<file path="config.mk">
export PLATFORM = sky130hd
export DESIGN_NAME = multi_slot_round_robin_allocator_top
export DESIGN_NICKNAME = d
export VERILOG_FILES = /design/src/rtl/core/rra_pkg.sv /design/src/rtl/core/rra_ctrl.sv /design/src/rtl/core/rra_dp.sv /design/src/rtl/core/multi_slot_round_robin_allocator_top.sv
export SDC_FILE = /design/constraint.sdc
export NUM_CORES = 1
export LEC_CHECK = 0
export ABC_AREA = 1
export CAP_MARGIN = 10
export CORE_ASPECT_RATIO = 0.75
export CORE_MARGIN = 2
export CORE_UTILIZATION = 35
export DETAILED_ROUTE_END_ITERATION = 16
export DONT_BUFFER_PORTS = 1
export SKIP_CTS_REPAIR_TIMING = 1
export SYNTH_ARGS = -nofsm -noshare
export SYNTH_HDL_FRONTEND = slang
export SYNTH_SLANG_ARGS = --single-unit
export TNS_END_PERCENT = 20
</file>
<file path="constraint.sdc">
create_clock -name i_clk -period 4 [get_ports i_clk]
set_input_delay 0.2 -clock i_clk [delete_from_list [all_inputs] [get_ports i_clk]]
set_output_delay 0.2 -clock i_clk [all_outputs]
set_load 0.005 [all_outputs]
</file>
<file path="src/rtl/core/rra_pkg.sv">
// Shared types and constants for the round-robin slot allocator.
// Used by rra_ctrl, rra_dp and the top level; depends on nothing else.
package rra_pkg;

    localparam int POOL_UNITS_DEF       = 16;
    localparam int OBJECT_SLOTS_DEF     = 8;
    localparam int UNITS_PER_OBJECT_DEF = 4;

    localparam int UNIT_W    = 6;   // reported unit number width
    localparam int CNT_W     = 3;   // unit count width
    localparam int SLOT_IN_W = 3;   // slot field width on the ports
    localparam int OUT_UNITS = 4;   // unit fields in one result

    typedef enum logic {
        CMD_ALLOC = 1'b0,
        CMD_FREE  = 1'b1
    } t_cmd_code;

    typedef struct packed {
        t_cmd_code              command;
        logic [CNT_W-1:0]       unit_count;
        logic [SLOT_IN_W-1:0]   slot_index;
    } t_in;

    typedef struct packed {
        logic                   success;
        logic [SLOT_IN_W-1:0]   slot_number;
        logic [CNT_W-1:0]       units_valid;
        logic [UNIT_W-1:0]      unit_a;
        logic [UNIT_W-1:0]      unit_b;
        logic [UNIT_W-1:0]      unit_c;
        logic [UNIT_W-1:0]      unit_d;
    } t_out;

    typedef enum logic [1:0] {
        RES_OK   = 2'd0,
        RES_FAIL = 2'd1,
        RES_NONE = 2'd2
    } t_res_kind;

    typedef enum logic [2:0] {
        ST_IDLE      = 3'd0,
        ST_SCAN      = 3'd1,
        ST_PROBE     = 3'd2,
        ST_COMMIT    = 3'd3,
        ST_FREE_CHK  = 3'd4,
        ST_FREE_TAKE = 3'd5,
        ST_FREE_RD   = 3'd6,
        ST_FINISH    = 3'd7
    } t_state;

    // Commands from the controller to the datapath.
    typedef struct packed {
        logic      load;
        logic      scan_step;
        logic      probe;
        logic      rollback;
        logic      mem_wr;
        logic      free_take;
        logic      finish;
        t_res_kind res;
    } t_dp_cmd;

    // Status from the datapath to the controller.
    typedef struct packed {
        logic scan_free;
        logic scan_last;
        logic req_zero;
        logic probe_hit;
        logic probe_last;
        logic alloc_k_last;
        logic commit_last;
        logic free_ok;
        logic free_k_last;
    } t_dp_stat;

endpackage

</file>
<file path="src/rtl/core/rra_ctrl.sv">
// Controller state machine for the round-robin slot allocator.
// Depends on rra_pkg for the state, command and status types.
module rra_ctrl (
    input  logic                i_clk,
    input  logic                i_rst_n,
    input  logic                i_start,
    input  rra_pkg::t_cmd_code  i_command,
    input  rra_pkg::t_dp_stat   i_stat,
    output rra_pkg::t_dp_cmd    o_cmd,
    output logic                o_busy
);

    rra_pkg::t_state r_state;
    rra_pkg::t_state n_state;

    always_ff @(posedge i_clk) begin
        if (!i_rst_n) begin
            r_state <= rra_pkg::ST_IDLE;
        end else begin
            r_state <= n_state;
        end
    end

    always_comb begin
        n_state = r_state;
        o_cmd   = '0;
        o_cmd.res = rra_pkg::RES_OK;
        case (r_state)
            rra_pkg::ST_IDLE: begin
                if (i_start) begin
                    o_cmd.load = 1'b1;
                    n_state = (i_command == rra_pkg::CMD_FREE) ? rra_pkg::ST_FREE_CHK
                                                               : rra_pkg::ST_SCAN;
                end
            end
            rra_pkg::ST_SCAN: begin
                if (i_stat.scan_free) begin
                    n_state = i_stat.req_zero ? rra_pkg::ST_FINISH : rra_pkg::ST_PROBE;
                end else if (i_stat.scan_last) begin
                    o_cmd.finish = 1'b1;
                    o_cmd.res    = rra_pkg::RES_NONE;
                    n_state      = rra_pkg::ST_IDLE;
                end else begin
                    o_cmd.scan_step = 1'b1;
                end
            end
            rra_pkg::ST_PROBE: begin
                o_cmd.probe = 1'b1;
                if (i_stat.probe_hit) begin
                    if (i_stat.alloc_k_last) begin
                        n_state = rra_pkg::ST_COMMIT;
                    end
                end else if (i_stat.probe_last) begin
                    // Every unit was tried: give back what this transaction took.
                    o_cmd.rollback = 1'b1;
                    o_cmd.finish   = 1'b1;
                    o_cmd.res      = rra_pkg::RES_FAIL;
                    n_state        = rra_pkg::ST_IDLE;
                end
            end
            rra_pkg::ST_COMMIT: begin
                o_cmd.mem_wr = 1'b1;
                if (i_stat.commit_last) begin
                    n_state = rra_pkg::ST_FINISH;
                end
            end
            rra_pkg::ST_FREE_CHK: begin
                if (i_stat.free_ok) begin
                    n_state = rra_pkg::ST_FREE_TAKE;
                end else begin
                    o_cmd.finish = 1'b1;
                    o_cmd.res    = rra_pkg::RES_FAIL;
                    n_state      = rra_pkg::ST_IDLE;
                end
            end
            rra_pkg::ST_FREE_TAKE: begin
                o_cmd.free_take = 1'b1;
                n_state = i_stat.free_k_last ? rra_pkg::ST_FINISH : rra_pkg::ST_FREE_RD;
            end
            rra_pkg::ST_FREE_RD: begin
                // Wait for the registered list read.
                n_state = rra_pkg::ST_FREE_TAKE;
            end
            rra_pkg::ST_FINISH: begin
                o_cmd.finish = 1'b1;
                o_cmd.res    = rra_pkg::RES_OK;
                n_state      = rra_pkg::ST_IDLE;
            end
            default: begin
                n_state = rra_pkg::ST_IDLE;
            end
        endcase
    end

    assign o_busy = (r_state != rra_pkg::ST_IDLE);

endmodule

</file>
<file path="src/rtl/core/rra_dp.sv">
// Datapath for the round-robin slot allocator: occupancy map, search pointer,
// slot counts, slot unit list memory and the result register. Depends on rra_pkg.
module rra_dp #(
    parameter int POOL_UNITS       = rra_pkg::POOL_UNITS_DEF,
    parameter int OBJECT_SLOTS     = rra_pkg::OBJECT_SLOTS_DEF,
    parameter int UNITS_PER_OBJECT = rra_pkg::UNITS_PER_OBJECT_DEF
) (
    input  logic                        i_clk,
    input  logic                        i_rst_n,
    input  rra_pkg::t_in                i_in,
    input  rra_pkg::t_dp_cmd            i_cmd,
    input  logic                        i_cfg_we,
    input  logic [rra_pkg::UNIT_W-1:0]  i_cfg_wdata,
    output rra_pkg::t_dp_stat           o_stat,
    output rra_pkg::t_out               o_result,
    output logic                        o_result_valid
);

    localparam int UW    = $clog2(POOL_UNITS);
    localparam int SW    = (OBJECT_SLOTS > 1) ? $clog2(OBJECT_SLOTS) : 1;
    localparam int KW    = (UNITS_PER_OBJECT > 1) ? $clog2(UNITS_PER_OBJECT) : 1;
    localparam int DEPTH = OBJECT_SLOTS * UNITS_PER_OBJECT;
    localparam int AW    = (DEPTH > 1) ? $clog2(DEPTH) : 1;
    localparam int CW    = rra_pkg::CNT_W;

    logic [rra_pkg::UNIT_W-1:0]     r_base;
    logic [POOL_UNITS-1:0]          r_busy;
    logic [POOL_UNITS-1:0]          n_busy;
    logic [UW-1:0]                  r_ptr;
    logic [UW-1:0]                  r_tries;
    logic [CW-1:0]                  r_cnt [OBJECT_SLOTS];
    logic [UW-1:0]                  r_list [DEPTH];
    logic [UW-1:0]                  r_rd_data;
    logic [UW-1:0]                  r_taken [UNITS_PER_OBJECT];
    rra_pkg::t_cmd_code             r_command;
    logic [CW-1:0]                  r_req;
    logic [rra_pkg::SLOT_IN_W-1:0]  r_slot_in;
    logic [SW-1:0]                  r_slot;
    logic [CW-1:0]                  r_k;
    logic [CW-1:0]                  r_j;
    rra_pkg::t_out                  r_result;
    rra_pkg::t_out                  n_result;
    logic                           r_valid;

    logic [UW-1:0]                  w_ptr_nxt;
    logic                           w_hit;
    logic [CW-1:0]                  w_cur_cnt;
    logic                           w_in_range;
    logic [AW-1:0]                  w_base_addr;
    logic [AW-1:0]                  w_rd_addr;
    logic [AW-1:0]                  w_wr_addr;
    logic [CW-1:0]                  w_req_sat;
    logic [rra_pkg::UNIT_W-1:0]     w_units [rra_pkg::OUT_UNITS];

    assign w_ptr_nxt  = (r_ptr == UW'(POOL_UNITS - 1)) ? '0 : r_ptr + 1'b1;
    assign w_hit      = !r_busy[w_ptr_nxt];
    assign w_cur_cnt  = r_cnt[r_slot];
    assign w_in_range = {4'b0000, r_slot_in} < 7'(OBJECT_SLOTS);
    assign w_base_addr = AW'(r_slot) * AW'(UNITS_PER_OBJECT);
    assign w_rd_addr  = w_base_addr + AW'(r_k);
    assign w_wr_addr  = w_base_addr + AW'(r_j);
    assign w_req_sat  = (i_in.unit_count > CW'(UNITS_PER_OBJECT)) ? CW'(UNITS_PER_OBJECT)
                                                                   : i_in.unit_count;

    always_comb begin
        o_stat.scan_free    = (w_cur_cnt == '0);
        o_stat.scan_last    = (r_slot == SW'(OBJECT_SLOTS - 1));
        o_stat.req_zero     = (r_req == '0);
        o_stat.probe_hit    = w_hit;
        o_stat.probe_last   = (r_tries == UW'(POOL_UNITS - 1));
        o_stat.alloc_k_last = (CW'(r_k + 1'b1) == r_req);
        o_stat.commit_last  = (CW'(r_j + 1'b1) == r_req);
        o_stat.free_ok      = w_in_range && (w_cur_cnt != '0);
        o_stat.free_k_last  = (CW'(r_k + 1'b1) == w_cur_cnt);
    end

    always_ff @(posedge i_clk) begin
        if (!i_rst_n) begin
            r_base <= '0;
        end else if (i_cfg_we) begin
            r_base <= i_cfg_wdata;
        end
    end

    // Transaction registers.
    always_ff @(posedge i_clk) begin
        if (i_cmd.load) begin
            r_command <= i_in.command;
            r_req     <= w_req_sat;
            r_slot_in <= i_in.slot_index;
            r_slot    <= (i_in.command == rra_pkg::CMD_FREE) ? SW'(i_in.slot_index) : '0;
            r_k       <= '0;
            r_j       <= '0;
            r_tries   <= '0;
        end else begin
            if (i_cmd.scan_step) begin
                r_slot <= r_slot + 1'b1;
            end
            if (i_cmd.probe) begin
                if (w_hit) begin
                    r_taken[r_k[KW-1:0]] <= w_ptr_nxt;
                    r_k     <= r_k + 1'b1;
                    r_tries <= '0;
                end else begin
                    r_tries <= r_tries + 1'b1;
                end
            end
            if (i_cmd.free_take) begin
                r_taken[r_k[KW-1:0]] <= r_rd_data;
                r_k <= r_k + 1'b1;
            end
            if (i_cmd.mem_wr) begin
                r_j <= r_j + 1'b1;
            end
        end
    end

    // The pointer is never rolled back, even when the allocation fails.
    always_ff @(posedge i_clk) begin
        if (!i_rst_n) begin
            r_ptr <= '0;
        end else if (i_cmd.probe) begin
            r_ptr <= w_ptr_nxt;
        end
    end

    always_comb begin
        n_busy = r_busy;
        if (i_cmd.probe && w_hit) begin
            n_busy[w_ptr_nxt] = 1'b1;
        end
        if (i_cmd.rollback) begin
            for (int r = 0; r < UNITS_PER_OBJECT; r++) begin
                if (CW'(r) < r_k) begin
                    n_busy[r_taken[r]] = 1'b0;
                end
            end
        end
        if (i_cmd.free_take && ({1'b0, r_rd_data} < (UW + 1)'(POOL_UNITS))) begin
            n_busy[r_rd_data] = 1'b0;
        end
    end

    always_ff @(posedge i_clk) begin
        if (!i_rst_n) begin
            r_busy <= '0;
        end else begin
            r_busy <= n_busy;
        end
    end

    always_ff @(posedge i_clk) begin
        if (!i_rst_n) begin
            for (int s = 0; s < OBJECT_SLOTS; s++) begin
                r_cnt[s] <= '0;
            end
        end else if (i_cmd.finish && (i_cmd.res == rra_pkg::RES_OK)) begin
            r_cnt[r_slot] <= (r_command == rra_pkg::CMD_FREE) ? '0 : r_req;
        end
    end

    // Slot unit list: one write port, one registered read port.
    always_ff @(posedge i_clk) begin
        if (i_cmd.mem_wr) begin
            r_list[w_wr_addr] <= r_taken[r_j[KW-1:0]];
        end
        r_rd_data <= r_list[w_rd_addr];
    end

    always_comb begin
        for (int x = 0; x < rra_pkg::OUT_UNITS; x++) begin
            w_units[x] = '0;
        end
        for (int x = 0; x < UNITS_PER_OBJECT; x++) begin
            if (CW'(x) < r_k) begin
                w_units[x] = rra_pkg::UNIT_W'(r_taken[x]) + r_base;
            end
        end
    end

    always_ff @(posedge i_clk) begin
        if (!i_rst_n) begin
            r_valid <= 1'b0;
        end else begin
            r_valid <= i_cmd.finish;
        end
    end

    always_comb begin
        n_result = '0;
        if (r_command == rra_pkg::CMD_FREE) begin
            n_result.slot_number = r_slot_in;
        end else if (i_cmd.res != rra_pkg::RES_NONE) begin
            n_result.slot_number = rra_pkg::SLOT_IN_W'(r_slot);
        end
        if (i_cmd.res == rra_pkg::RES_OK) begin
            n_result.success     = 1'b1;
            n_result.units_valid = r_k;
            n_result.unit_a      = w_units[0];
            n_result.unit_b      = w_units[1];
            n_result.unit_c      = w_units[2];
            n_result.unit_d      = w_units[3];
        end
    end

    always_ff @(posedge i_clk) begin
        if (i_cmd.finish) begin
            r_result <= n_result;
        end
    end

    assign o_result       = r_result;
    assign o_result_valid = r_valid;

endmodule

</file>
<file path="src/rtl/core/multi_slot_round_robin_allocator_top.sv">
// Round-robin two-level slot allocator. A granted allocate scans for the lowest free slot,
// probes the pool for units, one probe per cycle, and writes one list entry per unit before
// the strobe; a failed unit search or a search that finds no free slot ends in a refusal.
// A free reads the slot's units back from the list memory, one read per unit; a free of an empty slot fails.
// One command at a time; the result strobe lasts one cycle and cannot be stalled.
// Synchronous reset frees every slot and unit and clears the pointer and unit_base.
module multi_slot_round_robin_allocator_top #(
    parameter int POOL_UNITS       = rra_pkg::POOL_UNITS_DEF,
    parameter int OBJECT_SLOTS     = rra_pkg::OBJECT_SLOTS_DEF,
    parameter int UNITS_PER_OBJECT = rra_pkg::UNITS_PER_OBJECT_DEF
) (
    input  logic                        i_clk,
    input  logic                        i_rst_n,
    input  logic                        start,
    output logic                        busy,
    input  rra_pkg::t_in                i_in,
    output rra_pkg::t_out               o_result,
    output logic                        o_result_valid,
    input  logic                        i_cfg_we,
    input  logic [rra_pkg::UNIT_W-1:0]  i_cfg_wdata
);

    rra_pkg::t_dp_cmd  w_cmd;
    rra_pkg::t_dp_stat w_stat;

    rra_ctrl u_ctrl (
        .i_clk     (i_clk),
        .i_rst_n   (i_rst_n),
        .i_start   (start),
        .i_command (i_in.command),
        .i_stat    (w_stat),
        .o_cmd     (w_cmd),
        .o_busy    (busy)
    );

    rra_dp #(
        .POOL_UNITS       (POOL_UNITS),
        .OBJECT_SLOTS     (OBJECT_SLOTS),
        .UNITS_PER_OBJECT (UNITS_PER_OBJECT)
    ) u_dp (
        .i_clk          (i_clk),
        .i_rst_n        (i_rst_n),
        .i_in           (i_in),
        .i_cmd          (w_cmd),
        .i_cfg_we       (i_cfg_we),
        .i_cfg_wdata    (i_cfg_wdata),
        .o_stat         (w_stat),
        .o_result       (o_result),
        .o_result_valid (o_result_valid)
    );

endmodule

</file>
==> impl_metrics.py, run 1 <==
metrics = {
    "route": {
        "first_pass_iters": 5,
        "ant_nets": 0,
        "drtIter0Drc": 1007,
        "viasPerCell": 5.21,
        "route.detailed.drc": 0,
        "routedWlPerCell_um": 17.6,
        "num_vias": 9688,
        "wl_um": 32800,
    },
    "floorplan": {
        "die_h_um": 169,
        "die-area_mm2": 0.0377,
        "num_io_pins": 50,
        "initial_utilization": 0.354,
        "core-area_mm2": 0.0357,
        "die-width_um": 224,
        "num_rows": 60,
    },
    "yosys": {
        "synth_commonest_cells": "nor2_1, edfxtp_1, nand2_1",
        "synthMostInstantiatedCell": "nor2_1",
        "syn_inst": 1348,
        "ys_warn_count": 0,
        "synth_top_family_by_area": "simple AND/OR/NAND/NOR gates",
        "synth_xor_xnor_area_share": 0.00692,
        "synthAdderAreaFrac": 0.0409,
        "avgSynthCellArea_um2": 9.40,
        "synthTopCellsByArea": "edfxtp_1, dfxtp_1, nor2_1, nand2_1, o21ai_0",
        "yosys.area.top_type": "edfxtp_1",
        "yosys.area_share.simple": 0.203,
        "synthArstFlopShare": 0,
        "synthesis.nets": 1404,
        "yosysSeqAreaShare": 0.573,
        "syn_area_mm2": 0.0127,
        "synth.mux.area_fraction": 0.00356,
        "ys.flop_type": "edfxtp_1",
        "synth_compound_area_frac": 0.117,
        "ys_seq_elements": 258,
        "synth-edff-count": 209,
        "synthDistinctLibCells": 47,
        "yosysTopAreaCellShare": 0.496,
    },
    "timing": {
        "timing.final.crit_share": 0.755,
        "max-slew-margin-rel": 0.284,
        "period_minus_slack_ns": 3.02,
        "whs_ns": -0.0138,
        "setup_viol": 0,
        "slew_violations": 0,
        "grt_setup_unrepaired": "no",
        "setup_tns_ns": 0,
        "worst_pin_slew_ns": 1.07,
        "skew_ns": 0.0138,
        "hold_viol": 2,
        "fmax_mhz": 331,
    },
    "run": {
        "cap_violations": 0,
    },
    "critical_path": {
        "path_cells": "inv_2, ha_1, inv_1, nand3_1, nand3_1, nand3_1, nand3_4, nand2_2, nand2_4, inv_1, nand3_1, buf_4",
        "worstSetupEndpointType": "flip-flop",
        "r2r_start": "u_dp.r_ptr[0]",
        "crit_slowest_cell": "dfxtp_1",
        "cpLargestDelayFamily": "simple AND/OR/NAND/NOR gates",
        "r2r_setup_slack_ns": 0.98,
        "r2r-end": "u_dp.o_result[19]",
        "arrival_ns": 3.23,
        "cp.depth": 12,
        "path_max_fanout": 31,
        "worst-path-buf-inv": 4,
        "criticalPathCategory": "flip-flop to flip-flop",
        "cp_slowest_stage_delay_ns": 0.53,
        "cp_common_cell": "nand3_1",
        "worst-r2r-cell-count": 12,
        "start_kind": "flip-flop",
        "worstPathRequired_ns": 4.21,
    },
    "grt": {
        "grt_first_pass_wirelength_um": 51500,
        "antenna_found_initial": 0,
        "grt_pass1_vias": 9339,
        "globalRouteOverflowTotal": 0,
        "grt_usage": 0.173,
        "grt_max_degree": 71,
    },
    "cts": {
        "clock_latency_ns": 0.56,
        "max-clock-path-buffers": 3,
        "cts_buffers": 27,
        "clk_pin_slew_ns": 0.06,
        "cts_root_buf": "clkbuf_16",
        "cts_sinks": 258,
        "cts_max_level": 1,
        "cts_tree": "done",
    },
    "min_path": {
        "hp-start": "i_in[6]",
        "hp-class": "input pin to flip-flop",
        "hold_path_depth": 3,
        "holdPathEnd": "u_ctrl.r_state[2]",
    },
    "final_layout": {
        "n_fill_cell": 3500,
        "num-nets-final": 1429,
        "n_antenna_cell": 0,
        "syn_to_final_growth_pct": 12.4,
        "layout-drive-gt1-share": 0.0811,
    },
    "pwr": {
        "leakage_uw": 0.00532,
        "peakVddDrop_mv": 0.383,
        "p_per_area_mw_per_mm2": 699,
        "p_total_uw": 9950,
    },
    "run_status": {
        "violations": "negative hold slack",
        "status": "complete, but fails checks",
    },
    "placed_design": {
        "numPortBuffers": 0,
        "hpwl_um": 22600,
        "place.gp.congestion": 0.905,
    },
}
-- per-layer routing --
layer  routed length, um  up-vias  global-route usage
met2               13400      364               0.249
met3                2740       48              0.0396
met5                   0        -                   0
met1               16000     4593               0.263
li1                    -     4683                   -
met4                 631        0              0.0403
-- state kept, by name (all words and copies together) (netlist names), named ones only --
name and flops:
u_ctrl.r_state 3, u_dp.o_result 31, u_dp.o_result_valid 1, u_dp.r_base 6, u_dp.r_busy 16, u_dp.r_cnt 24
u_dp.r_command 1, u_dp.r_j 3, u_dp.r_k 3, u_dp.r_list 128, u_dp.r_ptr 4, u_dp.r_rd_data 4
u_dp.r_req 3, u_dp.r_slot 3, u_dp.r_slot_in 3, u_dp.r_taken 16, u_dp.r_tries 4
-- stage by stage --
stage	cells	utilization	area, um2	worst slack [ns]	hold slack [ns]
final	1859	0.398	14200	0.980	-0.0138
after global routing	1859	0.398	14200	0.756	0.00221
after CTS	1836	0.392	14000	1.02	-0.282
after detailed placement	1786	0.369	13200	1.05	0.299
after global placement	1786	0.369	13200	1.12	0.299
after floorplan	1348	-	12700	1.04	0.299
-- layout make-up --
| type | instances | area, um2 | share of cell area |
|---|---|---|---|
| clock inverter | 15 | 109 | 0.00765 |
| inverter | 143 | 537 | 0.0377 |
| sequential | 258 | 7260 | 0.510 |
| clock buffer | 35 | 716 | 0.0503 |
| timing repair buffer | 34 | 313 | 0.0220 |
| tap | 465 | 582 | 0.0409 |
| multi-input combinational | 909 | 4720 | 0.332 |
-- logic make-up (layout without fill, tap and decap cells) --
| logic type | count (synthesis) | count (layout) |
|---|---|---|
| AOI/OAI and AO/OA | 266 | 266 |
| xor gates and xnor gates | 10 | 10 |
| adders and majority gates | 39 | 39 |
| buffers and inverters | 181 | 227 |
| DFF | 258 | 258 |
| muxes | 4 | 4 |
| and+or+nand+nor | 590 | 590 |
-- how the worst max path moves through the flow --
| stage | slack (ns) | from | end |
|---|---|---|---|
| floorplan | 1.04 | u_dp.r_ptr[0] | u_dp.o_result[0] |
| global placement | 1.12 | u_dp.r_ptr[0] | u_dp.o_result[20] |
| detailed placement | 1.05 | u_dp.r_ptr[0] | u_dp.o_result[19] |
| CTS | 1.02 | u_dp.r_ptr[0] | u_dp.o_result[12] |
| global route | 0.76 | u_dp.r_ptr[0] | u_dp.o_result[4] |
| finish | 0.98 | u_dp.r_ptr[0] | u_dp.o_result[19] |
-- worst register-to-register path, stage by stage, from the launching register on --
cell	delay, ns
dfxtp_1	0.53
inv_2	0.18
ha_1	0.42
inv_1	0.19
nand3_1	0.10
nand3_1	0.10
nand3_1	0.14
nand3_4	0.17
nand2_2	0.21
nand2_4	0.16
inv_1	0.06
nand3_1	0.06
buf_4	0.35
-- cells in the final DEF (no fill, tap or decap), drive strengths merged, types with 23 or more instances in the layout --
| cell type | Yosys | routed |
|---|---|---|
| nor2 | 254 | 254 |
| edfxtp | 209 | 209 |
| nand2 | 203 | 203 |
| inv | 142 | 143 |
| o21ai | 125 | 125 |
| nand3 | 82 | 82 |
| a21oi | 74 | 74 |
| dfxtp | 49 | 49 |
| o22ai | 40 | 40 |
| ha | 35 | 35 |
| clkbuf | 30 | 35 |
| nor3 | 31 | 31 |
| dlygate4sd3 | 0 | 23 |
-- report_power, final --
| group | switching, uW | internal, uW |
|---|---|---|
| Sequential | 340 | 3600 |
| Clock | 1040 | 1330 |
| Combinational | 2600 | 1030 |
(Power assumes the default switching activity.)
==> run 2, diff against run 1 <==
Clock period 4 ns to 2.7 ns, I/O delays scaled along.
==> run 2 against run 1 <==
The run still ends with negative hold slack left. First-iteration DRC count is 20% higher. Sequential cell count is the same. Clock-buffer cell count stayed put. Critical path depth unchanged. Clock power rose by 59%. Sequential power is 46% higher. Via count rose by 2.0%. Register-to-register slack got worse by 0.79 ns. Fmax rose by 20%. Hold slack barely moved. Sequential share of layout area fell by 0.89 points. Worst setup slack got worse by 0.79 ns.
==> impl_metrics.py, run 2 (same netlist as run 1, synthesis figures left out) <==
metrics = {
    "final_layout": {
        "num-nets-final": 1451,
        "largest_register_ff_count": 128,
        "largest_register": "u_dp.r_list",
        "regArea_mm2": 0.00726,
        "multiInputGateArea_mm2": 0.00473,
        "final_cell_mix": "nor2_1, edfxtp_1, nand2_1",
        "layout-drive-gt1-share": 0.0960,
        "n_fill_cell": 3507,
        "n_antenna_cell": 0,
        "syn_to_final_growth_pct": 14.4,
        "layout_commonest_cell": "nor2_1",
    },
    "critical_path": {
        "r2r-end": "u_dp.o_result[8]",
        "r2r_start": "u_dp.r_ptr[0]",
        "criticalPathCategory": "flip-flop to flip-flop",
        "r2r_setup_slack_ns": 0.19,
        "worst-r2r-cell-count": 12,
        "worstPathRequired_ns": 2.96,
        "start_kind": "flip-flop",
        "worstSetupEndpointType": "flip-flop",
        "crit_start": "u_dp.r_ptr[0]",
        "arrival_ns": 2.77,
        "path_max_fanout": 31,
    },
    "grt": {
        "grt_pass1_vias": 9044,
        "grt_first_pass_wirelength_um": 51600,
        "globalRouteOverflowTotal": 0,
        "grt_usage": 0.174,
        "antenna_found_initial": 0,
        "grt_max_degree": 66,
    },
    "cts": {
        "cts_buffers": 28,
        "clk_pin_slew_ns": 0.06,
        "clock_latency_ns": 0.56,
        "cts_max_level": 1,
        "cts_root_buf": "clkbuf_16",
        "cts_tree": "done",
        "cts_sinks": 258,
        "max-clock-path-buffers": 3,
    },
    "timing": {
        "period_minus_slack_ns": 2.51,
        "worst_pin_slew_ns": 0.990,
        "slew_violations": 0,
        "skew_ns": 0.0271,
        "whs_ns": -0.0142,
        "fmax_mhz": 398,
        "max-slew-margin-rel": 0.338,
        "timing.final.crit_share": 0.931,
        "setup_viol": 0,
        "hold_viol": 1,
        "grt_setup_unrepaired": "no",
        "setup_tns_ns": 0,
    },
    "pwr": {
        "peakVddDrop_mv": 0.638,
        "leakage_uw": 0.00546,
        "p_per_area_mw_per_mm2": 1050,
    },
    "placed_design": {
        "place.gp.congestion": 0.913,
        "numPortBuffers": 0,
        "hpwl_um": 23500,
    },
    "floorplan": {
        "core-area_mm2": 0.0357,
        "die-area_mm2": 0.0377,
        "num_rows": 60,
        "die-width_um": 224,
        "initial_utilization": 0.354,
        "die_h_um": 169,
        "num_io_pins": 50,
    },
    "run_status": {
        "status": "complete, but fails checks",
        "violations": "negative hold slack",
    },
    "route": {
        "wl_um": 33800,
        "routedWlPerCell_um": 18.0,
        "viasPerCell": 5.25,
        "ant_nets": 0,
        "drtIter0Drc": 1211,
        "num_vias": 9885,
        "first_pass_iters": 5,
        "route.detailed.drc": 0,
    },
    "min_path": {
        "holdPathEnd": "u_ctrl.r_state[1]",
        "hp-start": "start",
        "hold_path_depth": 4,
        "hp-class": "input pin to flip-flop",
    },
    "run": {
        "cap_violations": 0,
    },
}
run 2: cell types whose count changed in the layout (fill, tap and decap cells not counted), moves of 2 or more:
cell	delta
clkinv_1	+2
buf_4	+18
clkinv_2	-2
dlygate4sd3_1	+2
clkbuf_16	+2
run 2: power by group:
part	internal [uW]	switching [uW]	leakage, uW
sequential	5340	423	0.00232
combinational	1650	3980	0.00270
clock	2160	1610	0.000436
run 2: through the flow:
| stage | cells | setup slack [ns] | util | cell area, um2 | power (uW) |
|---|---|---|---|---|---|
| after global placement | 1805 | 0.236 | 0.373 | 13300 | 11300 |
| after global routing | 1882 | 0.0373 | 0.405 | 14500 | 16000 |
| after detailed placement | 1805 | 0.143 | 0.373 | 13300 | 11400 |
| after CTS | 1857 | 0.147 | 0.398 | 14200 | 15100 |
| final | 1882 | 0.187 | 0.405 | 14500 | 15200 |
| after floorplan | 1348 | 0.124 | - | 12700 | 9410 |
run 2: final cells by class:
cell class / instances / share of cell area
clock inverter: 17 / 0.0101
timing repair buffer: 55 / 0.0337
multi-input combinational: 909 / 0.326
clock buffer: 35 / 0.0516
inverter: 143 / 0.0371
tap: 465 / 0.0402
sequential: 258 / 0.501
run 2: worst max-delay path, stage by stage, from the launching register on:
cell and delay (ns):
dfxtp_1 0.36, inv_2 0.12, ha_1 0.39, inv_1 0.16, nand3_1 0.10, nand3_1 0.10, nand3_1 0.15, nand3_4 0.17
nand2_2 0.18, nand2_4 0.14, inv_1 0.07, nand3_2 0.08, buf_12 0.20
run 2: metal layers:
metal / up-vias / global-route usage / wire (um)
met5: - / 0 / 0
li1: 4722 / - / -
met1: 4673 / 0.274 / 16600
met2: 445 / 0.249 / 13800
met4: 0 / 0.0336 / 554
met3: 45 / 0.0318 / 2880
run 2: worst max-delay path by stage:
| stage | slack [ns] | cells after the start | to |
|---|---|---|---|
| final | 0.19 | 12 | u_dp.o_result[8] |
| after detailed placement | 0.14 | 12 | u_dp.o_result[19] |
| after CTS | 0.15 | 12 | u_dp.o_result[4] |
| after floorplan | 0.12 | 12 | u_dp.o_result[0] |
| after global placement | 0.24 | 12 | u_dp.o_result[20] |
| after global routing | 0.04 | 12 | u_dp.o_result[29] |
==> run 3, diff against run 2 <==
Settings changed: PLACE_DENSITY_LB_ADDON set to 0.3.
Clock period 2.7 ns to 2.65 ns, I/O delays scaled along.
==> run 3 against run 2 <==
The run still ends with negative hold slack left. Sequential share of layout area fell by 0.20 points. Non-clock buffer count increased by 6. Worst setup slack worse by 0.015 ns. Sequential power is 2% higher. First-iteration DRC count shrank 11%. Register-to-register slack got worse by 0.02 ns. Cell count up 0.21%. Fmax grew 1.4%. Clock skew down 0.012 ns. Clock power rose by 2%. Critical path type unchanged. Die area did not move.
==> impl_metrics.py, run 3 (same netlist as run 1, synthesis figures left out) <==
metrics = {
    "run_status": {
        "status": "complete, but fails checks",
        "violations": "negative hold slack",
    },
    "pwr": {
        "leakage_uw": 0.00549,
        "p_per_area_mw_per_mm2": 1060,
        "peakVddDrop_mv": 0.606,
        "p_total_uw": 15500,
    },
    "grt": {
        "grt_first_pass_wirelength_um": 51700,
        "antenna_found_initial": 0,
        "grt_max_degree": 66,
        "globalRouteOverflowTotal": 0,
        "grt_pass1_vias": 9189,
        "grt_usage": 0.174,
    },
    "critical_path": {
        "worstSetupEndpointType": "flip-flop",
        "worst-path-buf-inv": 3,
        "path_max_fanout": 31,
        "cp_common_cell": "nand2_1",
        "path_cells": "ha_1, nand2_1, clkinv_1, nor2_4, a21oi_2, nand2_1, nand3_4, nand2_2, nand2_4, inv_1, nand3_2, buf_12",
        "criticalPathCategory": "flip-flop to flip-flop",
        "start_kind": "flip-flop",
        "crit_slowest_cell": "dfxtp_1",
        "worstPathRequired_ns": 2.91,
        "cpLargestDelayFamily": "simple AND/OR/NAND/NOR gates",
        "cp_slowest_stage_delay_ns": 0.43,
        "arrival_ns": 2.73,
    },
    "cts": {
        "cts_buffers": 27,
        "cts_max_level": 1,
        "cts_root_buf": "clkbuf_16",
        "clock_latency_ns": 0.57,
        "clk_pin_slew_ns": 0.06,
        "cts_tree": "done",
        "cts_sinks": 258,
        "max-clock-path-buffers": 3,
    },
    "floorplan": {
        "die-area_mm2": 0.0377,
        "die_h_um": 169,
        "num_rows": 60,
        "initial_utilization": 0.354,
        "num_io_pins": 50,
        "die-width_um": 224,
        "core-area_mm2": 0.0357,
    },
    "final_layout": {
        "largest_register": "u_dp.r_list",
        "fin_cells": 1886,
        "n_fill_cell": 3474,
        "layout_commonest_cell": "nor2_1",
        "multiInputGateArea_mm2": 0.00473,
        "largest_register_ff_count": 128,
        "final_cell_mix": "nor2_1, edfxtp_1, nand2_1",
        "syn_to_final_growth_pct": 14.8,
        "n_antenna_cell": 0,
        "final_area_mm2": 0.0145,
        "num-nets-final": 1456,
        "regArea_mm2": 0.00726,
        "layout-drive-gt1-share": 0.0971,
    },
    "placed_design": {
        "placedCellCount": 1809,
        "numPortBuffers": 0,
        "postPlaceCellArea_mm2": 0.0134,
        "hpwl_um": 23100,
        "place.gp.congestion": 0.919,
    },
    "route": {
        "drtIter0Drc": 1079,
        "routedWlPerCell_um": 17.6,
        "num_vias": 9788,
        "wl_um": 33300,
        "viasPerCell": 5.19,
        "route.detailed.drc": 0,
        "first_pass_iters": 6,
        "ant_nets": 0,
    },
    "timing": {
        "slew_violations": 0,
        "period_minus_slack_ns": 2.48,
        "worst_pin_slew_ns": 1.07,
        "timing.final.crit_share": 0.935,
        "setup_viol": 0,
        "grt_setup_unrepaired": "yes",
        "whs_ns": -0.0249,
        "hold_viol": 2,
        "fmax_mhz": 404,
        "max-slew-margin-rel": 0.287,
        "skew_ns": 0.0147,
    },
    "min_path": {
        "hp-class": "input pin to flip-flop",
    },
    "run": {
        "cap_violations": 0,
    },
}
## run 3: cell types whose count changed in the layout (fill, tap and decap cells not counted), moves of 2 or more
cell           change
clkinv_2           -4
clkbuf_16          -2
buf_4              +4
dlygate4sd3_1      +2
clkbuf_8           +3
clkbuf_1           +2
inv_6              -2
## run 3: power breakdown
group | switching [uW] | internal, uW
Clock | 1590 | 2270
Combinational | 4010 | 1710
Sequential | 445 | 5440
## run 3: worst paths after layout
check | startpoint | cells after the start | slack, ns | to
setup / recovery | u_dp.r_ptr[0] | 12 | 0.17 | u_dp.o_result[21]
hold / removal | i_in[6] | 2 | -0.02 | u_dp.r_slot[0]
setup reg to reg | u_dp.r_ptr[0] | 12 | 0.17 | u_dp.o_result[21]
hold reg to reg | u_dp.r_busy[14] | 2 | 0.47 | u_dp.r_busy[14]
## run 3: layout make-up
class / count / area share
inverters: 143 / 0.0369
flip-flops and latches: 258 / 0.499
well taps: 465 / 0.0400
multi-input cells: 909 / 0.325
clock buffers: 38 / 0.0514
repair buffers: 61 / 0.0370
clock inverters: 12 / 0.0106
## run 3: metrics by stage
step | setup WS (ns) | setup TNS [ns] | utilization
after global routing | -0.0202 | -0.189 | 0.407
after global placement | 0.221 | 0 | 0.374
after CTS | 0.135 | 0 | 0.399
after detailed placement | 0.152 | 0 | 0.374
after floorplan | 0.0744 | 0 | -
final | 0.172 | 0 | 0.407
## run 3: per-layer routing
| layer | share of wire | vias up | track usage |
|---|---|---|---|
| met5 | 0 | - | 0 |
| met4 | 0.015 | 0 | 0.0330 |
| met3 | 0.074 | 50 | 0.0347 |
| met2 | 0.41 | 342 | 0.249 |
| met1 | 0.50 | 4662 | 0.271 |
| li1 | - | 4734 | - |
